### src/design/pngunf_pkg.sv
// Package for the PNG scanline unfilter: payload structs, register and
// filter codes, and the entry that the front end hands to the back end.
// Used by the FIFO, front end, back end and top; depends on nothing.
package pngunf_pkg;

  // Depth of the request queue between front end and back end.
  localparam int unsigned QueueDepth = 2;

  typedef enum logic [1:0] {
    CFG_IMAGE_WIDTH   = 2'd0,
    CFG_CHANNEL_COUNT = 2'd1,
    CFG_IMAGE_HEIGHT  = 2'd2
  } cfg_idx_e;

  typedef enum logic [2:0] {
    FILT_NONE  = 3'd0,
    FILT_SUB   = 3'd1,
    FILT_UP    = 3'd2,
    FILT_AVG   = 3'd3,
    FILT_PAETH = 3'd4
  } filter_e;

  localparam logic [7:0] MaxFilterCode = 8'd4;

  typedef struct packed {
    logic       start_of_image;
    logic [7:0] filtered_byte;
  } in_t;

  typedef struct packed {
    logic [7:0] pixel_byte;
    logic [1:0] channel_index;
    logic       row_end;
    logic       image_end;
    logic       bad_filter;
  } out_t;

  typedef struct packed {
    logic [1:0]  index;
    logic [15:0] value;
  } cfg_t;

  // Raw register contents as written through the configuration port.
  typedef struct packed {
    logic [12:0] image_width;
    logic [2:0]  channel_count;
    logic [15:0] image_height;
  } settings_t;

  // One classified request for the back end. The row store address
  // travels next to it because its width follows the block parameters.
  typedef struct packed {
    logic       bad;        // bad filter type report, no pixel
    logic       first;      // first data byte of a scanline
    logic       row0;       // scanline 0, so the upper row reads as zero
    filter_e    filt;
    logic [1:0] ch;
    logic [7:0] data;
    logic       row_end;
    logic       image_end;
  } entry_t;

endpackage

### src/design/pngunf_fifo.sv
// Short request queue between the front end and the back end.
// Depends on pngunf_pkg for its depth.
module pngunf_fifo #(
  parameter int unsigned Width = 8
) (
  input  logic             clk_i,
  input  logic             rst_ni,
  input  logic             push_i,
  input  logic [Width-1:0] data_i,
  output logic             full_o,
  output logic             valid_o,
  input  logic             pop_i,
  output logic [Width-1:0] data_o
);
  import pngunf_pkg::*;

  localparam int unsigned PtrW = (QueueDepth > 1) ? $clog2(QueueDepth) : 1;
  localparam int unsigned CntW = $clog2(QueueDepth + 1);

  logic [Width-1:0] slot_q [QueueDepth];
  logic [PtrW-1:0]  wr_ptr_q, wr_ptr_d, rd_ptr_q, rd_ptr_d;
  logic [CntW-1:0]  count_q, count_d;
  logic             do_push, do_pop;

  assign full_o  = (count_q == CntW'(QueueDepth));
  assign valid_o = (count_q != '0);
  assign data_o  = slot_q[rd_ptr_q];
  assign do_push = push_i && !full_o;
  assign do_pop  = pop_i && valid_o;

  always_comb begin
    wr_ptr_d = wr_ptr_q;
    rd_ptr_d = rd_ptr_q;
    count_d  = count_q;
    if (do_push) begin
      wr_ptr_d = (wr_ptr_q == PtrW'(QueueDepth - 1)) ? '0 : wr_ptr_q + 1'b1;
    end
    if (do_pop) begin
      rd_ptr_d = (rd_ptr_q == PtrW'(QueueDepth - 1)) ? '0 : rd_ptr_q + 1'b1;
    end
    if (do_push && !do_pop) begin
      count_d = count_q + 1'b1;
    end else if (do_pop && !do_push) begin
      count_d = count_q - 1'b1;
    end
  end

  always_ff @(posedge clk_i or negedge rst_ni) begin
    if (!rst_ni) begin
      wr_ptr_q <= '0;
      rd_ptr_q <= '0;
      count_q  <= '0;
    end else begin
      wr_ptr_q <= wr_ptr_d;
      rd_ptr_q <= rd_ptr_d;
      count_q  <= count_d;
    end
  end

  always_ff @(posedge clk_i) begin
    if (do_push) begin
      slot_q[wr_ptr_q] <= data_i;
    end
  end

  assert property (@(posedge clk_i) disable iff (!rst_ni)
    count_q <= CntW'(QueueDepth))
    else $error("request queue holds more entries than it has slots");

  assert property (@(posedge clk_i) disable iff (!rst_ni)
    push_i |-> !full_o)
    else $error("request pushed into a full queue");

endmodule

### config.mk
export PLATFORM = sky130hd
export DESIGN_NAME = pngunf_fifo
export DESIGN_NICKNAME = d
export VERILOG_FILES = /design/src/design/pngunf_pkg.sv /design/src/design/pngunf_fifo.sv
export SDC_FILE = /design/constraint.sdc
export NUM_CORES = 1
export LEC_CHECK = 0
export CAP_MARGIN = 20
export CORE_ASPECT_RATIO = 1.2
export CORE_UTILIZATION = 30
export CTS_CLUSTER_SIZE = 30
export DETAILED_ROUTE_END_ITERATION = 8
export DONT_BUFFER_PORTS = 1
export MAX_ROUTING_LAYER = met4
export PLACE_DENSITY_LB_ADDON = 0.25
export SKIP_CTS_REPAIR_TIMING = 1
export SYNTH_ARGS = -nofsm -noshare
export SYNTH_HDL_FRONTEND = slang
export SYNTH_SLANG_ARGS = --single-unit
### constraint.sdc
create_clock -name clk_i -period 3.1 [get_ports clk_i]
set_input_delay 0.31 -clock clk_i [delete_from_list [all_inputs] [get_ports clk_i]]
set_output_delay 0.31 -clock clk_i [all_outputs]
set_load 0.1 [all_outputs]
==> metrics <==
status complete, no violations; fin crit period 2.03 ns; first-pass GRT wire length 1790 um; clock sink total 20; final worst path period share 65.3%; Mapped Cells 44; CP max FO 9; via count 349; Worst path slowest cell mux2_1; Setup crit end kind output pin; initial antenna violation count 0; Finished Core Util 37.1%; Setup TNS Final 0 ns; Yosys top cell area share between 60 and 70%; delay-heaviest family, CP multiplexers; Clk Latency, worst-skew pair 0.29 ns; hold crit path type in2reg; Netlist cell types 14; # DRC 0; DR pass1 iterations 2; DP Wirelength 792 um; Final #Nets 62; post-synthesis cell area between 700 and 800 um^2; post-synthesis net count 57; MaxCap Viol Count 0; crit path buf inv count 0; layout cell share with drive strength beyond 1 14.6%; RePlAce Congestion 0.653; Slew @ Worst Pin 0.901 ns; cells along the critical path mux2_1; critical path class reg2out; Core Region 2380 um^2; DP Area 820 um^2; reg-to-reg setup timing slack 1.52 ns; CTS tree built; all-layer global routing usage 9.27%; Chip Width 48.7 um; worst hold slack 0.100 ns; GR Overflow Total 0; Pins Over Slew Limit 0; Arrival @ worst endpoint 1.72 ns; routed wire length 1110 um; initial core utilization 33.1%; CP max stage delay around 0.87 ns; synth top area cells edfxtp_1, dfrtp_1, mux2_1; Top Ports 22; vias in the first global route about 390; post-route ant nets 0; Area Growth Syn to Fin 12.3%; Finished Cell Area 882 um^2; Routed wire per std cell 14.1 um; count of final hold-check violations 0; I/O Buffers 0; number of vias per cell 4.42; setup violators final 0; DR iter-0 viols 2; largest net degree at the start of global routing 13; Antenna Diode Count 0; Startpoint Class register; Die Span Y about 58 um; CTS H-tree depth 1; CTS Buf Count 3; Synth area leader edfxtp_1; Root Buffer clkbuf_4; Final Skew 0.00156 ns; RSZ-0062 raised after global routing false; Critical Path RT 2.79 ns; Synth Register Bits 20; syn avg cell area 17.9 um^2; die area 2830 um^2; post-synthesis sequential area ratio 73.9%; Ys Warns 0; Row Count 19; CTS max path bufs 2; clk slew on worst S/H paths 0.11 ns; maximum clock rate 494 MHz; max_slew headroom approximately two fifths
==> stage by stage <==
stage	worst slack (ns)	std cells
detailed placement	1.38	74
floorplan	1.50	44
CTS	1.03	78
global placement	1.41	74
global route	0.973	79
finish	1.07	79
==> layout make-up <==
class,instances,area [um^2]
fill,242,1500
sequential,20,581
multi-input combinational,21,193
tap,31,38.8
clock inverter,1,30.0
clock buffer,3,22.5
timing repair buffer,1,10.0
inverter,2,7.51
==> Yosys cell counts <==
master,number
xnor2_1,3
inv_1,2
and3_1,1
mux2_1,8
ha_1,1
xor2_1,2
or2_4,1
dfrtp_1,4
nor2_1,2
nand2_4,1
nand2b_1,1
nand2_2,1
edfxtp_1,16
buf_2,1
==> flip-flops by register name, summed over array words and instances, names as in the netlist <==
name,flops
slot_q,16
count_q,2
rd_ptr_q,1
wr_ptr_q,1
==> placed cells by master (no fill, tap or decap), drive strengths merged <==
cell         instances
nand2b               1
ha                   1
and3                 1
or2                  1
inv                  2
dfrtp                4
mux2                 8
nor2                 2
clkbuf               3
xnor2                3
bufinv               1
edfxtp              16
xor2                 2
dlygate4sd3          1
nand2                2
==> metal layers <==
layer  vias up  track usage (%)  part of all wire, %
met5         -                -                    0
met4         0             2.52                 0.81
met3         2             6.82                   13
li1        162                -                    -
met2        19             14.7                   47
met1       166             8.94                   39
==> worst register-to-register path, cell delays in order, from the launching register on <==
cell and delay, ns:
dfrtp_1 0.43, or2_4 0.36, nand2_4 0.09, ha_1 0.33, nor2_1 0.13, xor2_1 0.17
==> kinds of logic after synthesis <==
group | Yosys count | synth area share (%)
XOR/XNOR | 5 | 5.57
AND/OR/NAND/NOR | 7 | 5.89
flip-flops | 20 | 73.9
multiplexers | 8 | 11.5
buffers and inverters | 3 | 1.59
adder cells (fa/ha/maj) | 1 | 1.59
==> worst paths after layout <==
kind	start	end	depth (start not counted)
max in group asynchronous	rst_ni	count_q[1]$_DFFE_PN0P_	1
hold reg to reg	wr_ptr_q$_DFFE_PN0N_	wr_ptr_q$_DFFE_PN0N_	1
setup / recovery	rd_ptr_q$_DFFE_PN0P_	data_o[6]	1
setup reg to reg	count_q[0]$_DFFE_PN0P_	count_q[1]$_DFFE_PN0P_	5
hold / removal	data_i[6]	slot_q[1][6]$_DFFE_PP_	0
min in group asynchronous	rst_ni	rd_ptr_q$_DFFE_PN0P_	1
Power is not shown: default switching activity piles up to over one toggle a cycle in this logic, so the estimate is an artifact.
